### config.mk
export PLATFORM = sky130hd
export DESIGN_NAME = char_lcd_i2c_expander_sequencer
export DESIGN_NICKNAME = d
export VERILOG_FILES = /design/src/hw/rtl/clcd_pkg.sv /design/src/hw/rtl/clcd_seq.sv /design/src/hw/rtl/clcd_datapath.sv /design/src/hw/rtl/char_lcd_i2c_expander_sequencer.sv
export VERILOG_INCLUDE_DIRS = /design/src /design/src/hw/rtl
export SDC_FILE = /design/constraint.sdc
export NUM_CORES = 1
export LEC_CHECK = 0
export BUFFER_PORTS_ARGS = -buffer_cell sky130_fd_sc_hd__buf_4
export CAP_MARGIN = 30
export CORE_ASPECT_RATIO = 2
export CORE_MARGIN = 4
export CORE_UTILIZATION = 56
export DETAILED_ROUTE_END_ITERATION = 10
export PLACE_DENSITY = 0.89
export SYNTH_ARGS = -nofsm -noshare
export SYNTH_HDL_FRONTEND = slang
export SYNTH_SLANG_ARGS = --single-unit
### constraint.sdc
create_clock -name i_clk -period 3.3 [get_ports i_clk]
set_input_delay 0.825 -clock i_clk [delete_from_list [all_inputs] [get_ports i_clk]]
set_output_delay 0.825 -clock i_clk [all_outputs]
set_load 0.01 [all_outputs]
### src/hw/rtl/char_lcd_i2c_expander_sequencer_macros.svh
// Assertion helpers for the character LCD expander sequencer.
// Each macro names the assertion, the clock, the active-low reset,
// the triggering condition and the expected consequence.
`ifndef CHAR_LCD_I2C_EXPANDER_SEQUENCER_MACROS_SVH
`define CHAR_LCD_I2C_EXPANDER_SEQUENCER_MACROS_SVH

`ifndef SYNTHESIS

// The consequence must hold in the same cycle as the trigger.
`define CLCD_ASSERT_SAME(label, clk, rst_n, trig, cons) \
    label: assert property (@(posedge clk) disable iff (!(rst_n)) (trig) |-> (cons)) \
        else $error("clcd assertion failed");

// The consequence must hold in the cycle after the trigger.
`define CLCD_ASSERT_NEXT(label, clk, rst_n, trig, cons) \
    label: assert property (@(posedge clk) disable iff (!(rst_n)) (trig) |=> (cons)) \
        else $error("clcd assertion failed");

`else

`define CLCD_ASSERT_SAME(label, clk, rst_n, trig, cons)
`define CLCD_ASSERT_NEXT(label, clk, rst_n, trig, cons)

`endif

`endif

### src/hw/rtl/clcd_pkg.sv
package clcd_pkg;

    // Request codes on the input channel.
    typedef enum logic [1:0] {
        REQ_INIT   = 2'd0,
        REQ_CMD    = 2'd1,
        REQ_DATA   = 2'd2,
        REQ_CURSOR = 2'd3
    } t_req;

    // Where the nibble of an emitted byte comes from.
    typedef enum logic [1:0] {
        NIB_CONST = 2'd0,
        NIB_HIGH  = 2'd1,
        NIB_LOW   = 2'd2
    } t_nib_sel;

    // One microcode word: describes exactly one expander byte.
    typedef struct packed {
        t_nib_sel   sel;
        logic [3:0] nib;
        logic       en;
        logic       rs_req;
        logic       last;
    } t_uword;

    // Control handed from the sequencer to the datapath.
    typedef struct packed {
        logic   load;
        logic   emit;
        t_uword uword;
    } t_seq_ctrl;

    // Expander bit positions.
    localparam int BIT_RS = 0;
    localparam int BIT_RW = 1;
    localparam int BIT_EN = 2;
    localparam int BIT_BL = 3;

    localparam int ROWS_DEFAULT = 2;

    // DDRAM start address of each display row.
    localparam logic [7:0] ROW_BASE [4] = '{8'h00, 8'h40, 8'h14, 8'h54};
    localparam logic [7:0] CMD_SET_DDRAM = 8'h80;

    // Microprogram layout: the init routine, then the shared byte routine.
    localparam int UCODE_DEPTH = 42;
    localparam int UCODE_AW    = $clog2(UCODE_DEPTH);
    localparam logic [UCODE_AW-1:0] INIT_ENTRY = UCODE_AW'(0);
    localparam logic [UCODE_AW-1:0] BYTE_ENTRY = UCODE_AW'(36);
    localparam logic [UCODE_AW-1:0] INIT_LAST  = UCODE_AW'(35);
    localparam logic [UCODE_AW-1:0] BYTE_LAST  = UCODE_AW'(41);

    function automatic t_uword uw(t_nib_sel s, logic [3:0] n, logic e, logic r, logic l);
        t_uword w;
        w.sel    = s;
        w.nib    = n;
        w.en     = e;
        w.rs_req = r;
        w.last   = l;
        return w;
    endfunction

    // Each nibble is three bytes: enable low, enable high, enable low.
    // Init: nibbles 3, 3, 3, 2, then bytes 0x28, 0x0C, 0x01, 0x06.
    localparam t_uword UCODE [UCODE_DEPTH] = '{
        uw(NIB_CONST, 4'h3, 1'b0, 1'b0, 1'b0), uw(NIB_CONST, 4'h3, 1'b1, 1'b0, 1'b0),
        uw(NIB_CONST, 4'h3, 1'b0, 1'b0, 1'b0),
        uw(NIB_CONST, 4'h3, 1'b0, 1'b0, 1'b0), uw(NIB_CONST, 4'h3, 1'b1, 1'b0, 1'b0),
        uw(NIB_CONST, 4'h3, 1'b0, 1'b0, 1'b0),
        uw(NIB_CONST, 4'h3, 1'b0, 1'b0, 1'b0), uw(NIB_CONST, 4'h3, 1'b1, 1'b0, 1'b0),
        uw(NIB_CONST, 4'h3, 1'b0, 1'b0, 1'b0),
        uw(NIB_CONST, 4'h2, 1'b0, 1'b0, 1'b0), uw(NIB_CONST, 4'h2, 1'b1, 1'b0, 1'b0),
        uw(NIB_CONST, 4'h2, 1'b0, 1'b0, 1'b0),
        uw(NIB_CONST, 4'h2, 1'b0, 1'b0, 1'b0), uw(NIB_CONST, 4'h2, 1'b1, 1'b0, 1'b0),
        uw(NIB_CONST, 4'h2, 1'b0, 1'b0, 1'b0),
        uw(NIB_CONST, 4'h8, 1'b0, 1'b0, 1'b0), uw(NIB_CONST, 4'h8, 1'b1, 1'b0, 1'b0),
        uw(NIB_CONST, 4'h8, 1'b0, 1'b0, 1'b0),
        uw(NIB_CONST, 4'h0, 1'b0, 1'b0, 1'b0), uw(NIB_CONST, 4'h0, 1'b1, 1'b0, 1'b0),
        uw(NIB_CONST, 4'h0, 1'b0, 1'b0, 1'b0),
        uw(NIB_CONST, 4'hC, 1'b0, 1'b0, 1'b0), uw(NIB_CONST, 4'hC, 1'b1, 1'b0, 1'b0),
        uw(NIB_CONST, 4'hC, 1'b0, 1'b0, 1'b0),
        uw(NIB_CONST, 4'h0, 1'b0, 1'b0, 1'b0), uw(NIB_CONST, 4'h0, 1'b1, 1'b0, 1'b0),
        uw(NIB_CONST, 4'h0, 1'b0, 1'b0, 1'b0),
        uw(NIB_CONST, 4'h1, 1'b0, 1'b0, 1'b0), uw(NIB_CONST, 4'h1, 1'b1, 1'b0, 1'b0),
        uw(NIB_CONST, 4'h1, 1'b0, 1'b0, 1'b0),
        uw(NIB_CONST, 4'h0, 1'b0, 1'b0, 1'b0), uw(NIB_CONST, 4'h0, 1'b1, 1'b0, 1'b0),
        uw(NIB_CONST, 4'h0, 1'b0, 1'b0, 1'b0),
        uw(NIB_CONST, 4'h6, 1'b0, 1'b0, 1'b0), uw(NIB_CONST, 4'h6, 1'b1, 1'b0, 1'b0),
        uw(NIB_CONST, 4'h6, 1'b0, 1'b0, 1'b1),
        // Byte routine: high nibble then low nibble of the latched byte.
        uw(NIB_HIGH, 4'h0, 1'b0, 1'b1, 1'b0), uw(NIB_HIGH, 4'h0, 1'b1, 1'b1, 1'b0),
        uw(NIB_HIGH, 4'h0, 1'b0, 1'b1, 1'b0),
        uw(NIB_LOW, 4'h0, 1'b0, 1'b1, 1'b0), uw(NIB_LOW, 4'h0, 1'b1, 1'b1, 1'b0),
        uw(NIB_LOW, 4'h0, 1'b0, 1'b1, 1'b1)
    };

endpackage

### src/hw/rtl/clcd_seq.sv
`include "char_lcd_i2c_expander_sequencer_macros.svh"

module clcd_seq
    import clcd_pkg::*;
(
    input  logic       i_clk,
    input  logic       i_rst_n,
    input  logic       i_in_valid,
    output logic       o_in_ready,
    input  logic [1:0] i_req_type,
    input  logic       i_advance,
    output t_seq_ctrl  o_ctrl
);

    logic                r_busy;
    logic                n_busy;
    logic [UCODE_AW-1:0] r_pc;
    logic [UCODE_AW-1:0] n_pc;
    logic                accept;
    logic                emit;
    logic                at_last_word;
    t_uword              uword;

    assign o_in_ready = !r_busy;
    assign accept     = i_in_valid && !r_busy;
    assign emit       = r_busy && i_advance;

    // Microcode fetch; addresses past the program read as an empty word.
    assign uword = (r_pc < UCODE_AW'(UCODE_DEPTH)) ? UCODE[r_pc] : '0;

    assign o_ctrl.load  = accept;
    assign o_ctrl.emit  = emit;
    assign o_ctrl.uword = uword;

    // The step counter sits on the final word of one of the two routines.
    assign at_last_word = (r_pc == INIT_LAST) || (r_pc == BYTE_LAST);

    // Step counter: dispatch on request type, advance once per emitted byte,
    // and return to idle after the word marked last.
    always_comb begin
        n_pc   = r_pc;
        n_busy = r_busy;
        if (accept) begin
            n_busy = 1'b1;
            n_pc   = (t_req'(i_req_type) == REQ_INIT) ? INIT_ENTRY : BYTE_ENTRY;
        end else if (emit) begin
            n_pc = r_pc + UCODE_AW'(1);
            if (uword.last) begin
                n_busy = 1'b0;
            end
        end
    end

    always_ff @(posedge i_clk) begin
        if (!i_rst_n) begin
            r_busy <= 1'b0;
            r_pc   <= '0;
        end else begin
            r_busy <= n_busy;
            r_pc   <= n_pc;
        end
    end

    // A transfer in starts a run on the next cycle.
    `CLCD_ASSERT_NEXT(a_accept_starts, i_clk, i_rst_n, accept, r_busy)
    // A run only ends at the final word of one of the two routines.
    `CLCD_ASSERT_SAME(a_last_at_end, i_clk, i_rst_n, emit && uword.last, at_last_word)
    // The step counter never leaves the program while running.
    `CLCD_ASSERT_SAME(a_pc_in_range, i_clk, i_rst_n, r_busy, r_pc < UCODE_AW'(UCODE_DEPTH))
    // After the final word the sequencer is idle again.
    `CLCD_ASSERT_NEXT(a_last_ends_run, i_clk, i_rst_n, emit && uword.last, !r_busy)

endmodule

### src/hw/rtl/clcd_datapath.sv
module clcd_datapath
    import clcd_pkg::*;
#(
    parameter int ROWS = ROWS_DEFAULT
) (
    input  logic       i_clk,
    input  logic       i_rst_n,
    input  t_seq_ctrl  i_ctrl,
    input  logic [1:0] i_req_type,
    input  logic [7:0] i_value,
    input  logic [5:0] i_col,
    input  logic [1:0] i_row,
    input  logic       i_backlight,
    output logic       o_advance,
    output logic       o_out_valid,
    input  logic       i_out_ready,
    output logic [7:0] o_expander_byte,
    output logic       o_last
);

    logic [7:0] r_ctl_byte;
    logic       r_rs;
    logic [1:0] row_clamp;
    logic [7:0] cursor_cmd;
    logic [7:0] req_byte;
    logic [3:0] nib;
    logic [7:0] out_byte;
    logic       r_out_valid;
    logic [7:0] r_out_byte;
    logic       r_out_last;

    // Set cursor: clamp the row, then add the row's DDRAM base to the column.
    assign row_clamp  = ({1'b0, i_row} >= 3'(ROWS)) ? 2'(ROWS - 1) : i_row;
    assign cursor_cmd = CMD_SET_DDRAM | ({2'b00, i_col} + ROW_BASE[row_clamp]);

    always_comb begin
        unique case (t_req'(i_req_type))
            REQ_CURSOR: req_byte = cursor_cmd;
            default:    req_byte = i_value;
        endcase
    end

    // Latch the controller byte and its register select on a transfer in.
    always_ff @(posedge i_clk) begin
        if (i_ctrl.load) begin
            r_ctl_byte <= req_byte;
            r_rs       <= (t_req'(i_req_type) == REQ_DATA);
        end
    end

    // Nibble source chosen by the microcode word.
    always_comb begin
        unique case (i_ctrl.uword.sel)
            NIB_CONST: nib = i_ctrl.uword.nib;
            NIB_HIGH:  nib = r_ctl_byte[7:4];
            NIB_LOW:   nib = r_ctl_byte[3:0];
            default:   nib = '0;
        endcase
    end

    // Assemble the expander byte; read/write stays low.
    always_comb begin
        out_byte         = {nib, 4'b0000};
        out_byte[BIT_RS] = i_ctrl.uword.rs_req & r_rs;
        out_byte[BIT_RW] = 1'b0;
        out_byte[BIT_EN] = i_ctrl.uword.en;
        out_byte[BIT_BL] = i_backlight;
    end

    // Output register: loads whenever it is empty or being drained.
    assign o_advance = !r_out_valid || i_out_ready;

    always_ff @(posedge i_clk) begin
        if (!i_rst_n) begin
            r_out_valid <= 1'b0;
        end else if (i_ctrl.emit) begin
            r_out_valid <= 1'b1;
        end else if (i_out_ready) begin
            r_out_valid <= 1'b0;
        end
    end

    always_ff @(posedge i_clk) begin
        if (i_ctrl.emit) begin
            r_out_byte <= out_byte;
            r_out_last <= i_ctrl.uword.last;
        end
    end

    assign o_out_valid     = r_out_valid;
    assign o_expander_byte = r_out_byte;
    assign o_last          = r_out_last;

endmodule

### src/hw/rtl/char_lcd_i2c_expander_sequencer.sv
// Character LCD sequencer for an HD44780 run in 4-bit mode behind an 8-bit
// I2C port expander. Each accepted request produces a run of expander bytes
// (bit 0 RS, bit 1 RW, bit 2 EN, bit 3 backlight, bits 7..4 nibble), with
// o_last marking the final byte of the run. Command, data and set cursor
// requests give 6 bytes, init gives 36. With the output always ready the
// block delivers one byte per cycle within a run. Each request is first
// taken in, then the microcode step counter fetches one control word per
// emitted byte; a stalled output holds the step counter. One request is
// worked on at a time: the next is taken as soon as the last byte of the
// current run sits in the output register. Backlight follows i_cfg_wdata
// written with i_cfg_we, and is on after reset.
module char_lcd_i2c_expander_sequencer
    import clcd_pkg::*;
#(
    parameter int ROWS = ROWS_DEFAULT
) (
    input  logic       i_clk,
    input  logic       i_rst_n,
    input  logic       i_cfg_we,
    input  logic       i_cfg_wdata,
    input  logic       i_in_valid,
    output logic       o_in_ready,
    input  logic [1:0] i_req_type,
    input  logic [7:0] i_value,
    input  logic [5:0] i_col,
    input  logic [1:0] i_row,
    output logic       o_out_valid,
    input  logic       i_out_ready,
    output logic [7:0] o_expander_byte,
    output logic       o_last
);

    logic      r_backlight_on;
    logic      advance;
    t_seq_ctrl ctrl;

    // Backlight configuration register.
    always_ff @(posedge i_clk) begin
        if (!i_rst_n) begin
            r_backlight_on <= 1'b1;
        end else if (i_cfg_we) begin
            r_backlight_on <= i_cfg_wdata;
        end
    end

    clcd_seq u_seq (
        .i_clk      (i_clk),
        .i_rst_n    (i_rst_n),
        .i_in_valid (i_in_valid),
        .o_in_ready (o_in_ready),
        .i_req_type (i_req_type),
        .i_advance  (advance),
        .o_ctrl     (ctrl)
    );

    clcd_datapath #(
        .ROWS (ROWS)
    ) u_datapath (
        .i_clk           (i_clk),
        .i_rst_n         (i_rst_n),
        .i_ctrl          (ctrl),
        .i_req_type      (i_req_type),
        .i_value         (i_value),
        .i_col           (i_col),
        .i_row           (i_row),
        .i_backlight     (r_backlight_on),
        .o_advance       (advance),
        .o_out_valid     (o_out_valid),
        .i_out_ready     (i_out_ready),
        .o_expander_byte (o_expander_byte),
        .o_last          (o_last)
    );

endmodule

==> impl_results.md <==
- Commonest cells after routing, fill and taps aside: buf_4, edfxtp_1, ha_1
- Max Freq: about 0.48 GHz
- Min cycle time layout: just over 2000 ps
- Routed vias/inst: around 6.3
- Kind of critical path: reg2reg
- Worst Tran Pin Value: ~750 ps
- Synthesis warning total: 0
- Leakage: roughly 0.72 nW
- HP Class: reg2reg
- Worst relative slew slack: 50.0%
- Die footprint: between 3000 and 4000 µm²
- Met3 Use GR: 2.79%
- Die height: 84.1 µm
- # diodes: 0
- Routed Wire Length: between 3000 and 4000 µm
- TritonCTS sink count: 26
- Worst hold slack: 452 ps
- Crit start category: flop
- # nets final: 222
- Slowest stage delay, CP: about 520 ps
- Final setup vio count: 0
- Met2 Resource Use GR: between 30% and 40%
- Worst-Skew Late Latency: 270 ps
- Slew Viols, Final: 0
- # fillers: approximately 230
- # H-tree levels: 1
- Status: finished clean
- RSZ-0062 raised after global routing: false
- Reg2reg end: u_datapath.o_expander_byte[4]
- PortBufs: 33
- Grt met1 use: ~20%
- CP Max Fanout: 10
- Row count: 27
- PostCTS Resize Cnt: 0
- Buffer count from post-CTS setup fixing: 0
- CTS buffer count: 3
- WL/cell: about 17 µm
- CTS tree: yes
- Placer congestion estimate: ~0.9
- Most common cell after layout, fill and taps aside: buf_4
- First drt pass iteration count: 5
- Root Buffer: clkbuf_8
- Global-route wire length before repair: 6070 µm
- Avg Cell Area, Syn: approximately 10 µm²
- Setup crit end: u_datapath.o_expander_byte[4]
- Max Cap Viol: 0
- Initial Util: 58.6%
- Vias in the first global route: roughly 1400
- Die width: between 40 and 50 µm
- Maximum VDD drop: 0.000316 V
- Sequential share of the synthesized area: a little over two fifths
- Cell mode on critical path: ha_1
- Post-synth EDFFs: 17
- Layout Skew: 5.90 ps
- Main synth FF type: edfxtp_1
- Area of the mapped netlist: 1620 µm²
- Worst Setup SP: u_seq.r_pc[1]
- DPL Wire Length: just under 3000 µm
- Antenna violations before repair: 0
- Worst Path Arrival: between 2000 and 2500 ps
- Worst EP required: roughly 3400 ps
- Gr ovfl total: 0
- Max Buffers Root-to-Sink: 2
- CP max-delay cell: dfxtp_1
- Final ANT Viol Nets: 0
- Final setup TNS: 0 ps
- Power density cells: approximately 360 nW/µm²
- Setup slack, reg-to-reg: approximately 1200 ps
- Fraction of registers with async set/reset: 0%
- CP Cell Sequence: ha_1, inv_1, ha_1, nand2b_1, a211oi_1, a221o_1
- Layout cell share with drive strength beyond 1: about a quarter
- Core Area: between 2000 and 3000 µm²
- # hold bufs at CTS: 0
- Critical Path Sink Type: flop
- Distinct cells, synth: 48
- Clk slew on worst S/H paths: 90 ps
- Cells after synthesis: between 150 and 200
- Tcrit/Tclk final: a little over three fifths
- Via count: approximately 1300
- Worst r2r path cells: 6
- FF+latch count, synth: 26
- DRC: 0
- Area growth, synth to finish: 17.1%
- Final Hold Violating Endpoints: 0
- DRT iter0 DRCs: 41
- Largest net degree at the start of global routing: 20
- FF-to-FF Start: u_seq.r_pc[1]
- I/O Pins: 35
- Gr busiest metal: met2
- GRT Overall Usage: around a fifth
area by class of cell:
type / instances / area (µm²) / area share [%]
multi-input cells: 113 / 843 / 44.4
flip-flops and latches: 26 / 691 / 36.3
repair buffers: 33 / 248 / 13.0
clock buffers: 3 / 41.3 / 2.17
inverters: 10 / 37.5 / 1.97
well taps: 29 / 36.3 / 1.91
clock inverters: 1 / 3.75 / 0.197
sequential cells by signal, summed over array words and instances, names as in the netlist:
register                    cells
r_backlight_on                  1
u_datapath.o_expander_byte      7
u_datapath.o_last               1
u_datapath.o_out_valid          1
u_datapath.r_ctl_byte           8
u_datapath.r_rs                 1
u_seq.r_busy                    1
u_seq.r_pc                      6
logic make-up (layout without fill, tap and decap cells):
| family | after synthesis | after routing | synth area share (%) |
|---|---|---|---|
| muxes | 8 | 8 | 5.24 |
| and+or+nand+nor | 47 | 47 | 17.1 |
| other | 1 | 3 | 0.231 |
| AOI/OAI and AO/OA | 41 | 41 | 18.8 |
| DFF | 26 | 26 | 42.6 |
| buffers and inverters | 18 | 47 | 5.94 |
| xor gates and xnor gates | 3 | 3 | 1.62 |
| adders and majority gates | 11 | 11 | 8.48 |
synthesized netlist by cell type (all sizes together) (5+ instances only):
| cell | count | area, µm² |
|---|---|---|
| buf | 7 | 55.1 |
| o31ai | 5 | 37.5 |
| nand2 | 9 | 33.8 |
| nand2b | 9 | 56.3 |
| a21oi | 6 | 30.0 |
| ha | 11 | 138 |
| inv | 10 | 37.5 |
| edfxtp | 17 | 510 |
| dfxtp | 9 | 180 |
worst min path at each step:
stage | endpoint | cells past startpoint | from
2_1_floorplan | u_datapath.o_expander_byte[3] | 0 | r_backlight_on
5_1_grt | u_datapath.o_expander_byte[3] | 0 | r_backlight_on
4_1_cts | u_datapath.o_expander_byte[3] | 0 | r_backlight_on
3_5_place_dp | u_datapath.o_expander_byte[3] | 0 | r_backlight_on
3_3_place_gp | u_datapath.o_expander_byte[3] | 0 | r_backlight_on
6_report | u_datapath.o_expander_byte[3] | 0 | r_backlight_on
power breakdown:
group	leakage (nW)	total, mW	internal [mW]	switching (mW)
sequential	0.234	0.387	0.369	0.0176
combinational	0.462	0.125	0.0644	0.0602
clock	0.0231	0.182	0.0834	0.0983
critical path, delay by kind of cell (launching register included):
family,cells,cell delay (ps)
compound gates,2,650
buf+inv,1,60
simple gates,1,190
flops,1,520
fa+ha+maj,2,520
per-layer routing:
metal,part of all wire (%),vias up
met2,58,55
met3,4.1,16
met4,4.2,0
met1,33,627
li1,-,646
met5,0,-
metrics by stage:
| step | total power, mW | std cells | area, µm² | setup slack (ps) | utilization (%) |
|---|---|---|---|---|---|
| 6_report | 0.693 | 215 | 1900 | 1220 | 68.6 |
| 3_5_place_dp | 0.517 | 211 | 1860 | 1240 | 67.0 |
| 5_1_grt | 0.722 | 215 | 1900 | 1080 | 68.6 |
| 3_3_place_gp | 0.510 | 211 | 1860 | 1330 | 67.0 |
| 2_1_floorplan | 0.467 | 157 | 1630 | 1540 | - |
| 4_1_cts | 0.693 | 215 | 1900 | 1210 | 68.6 |
(Power assumes the default switching activity.)
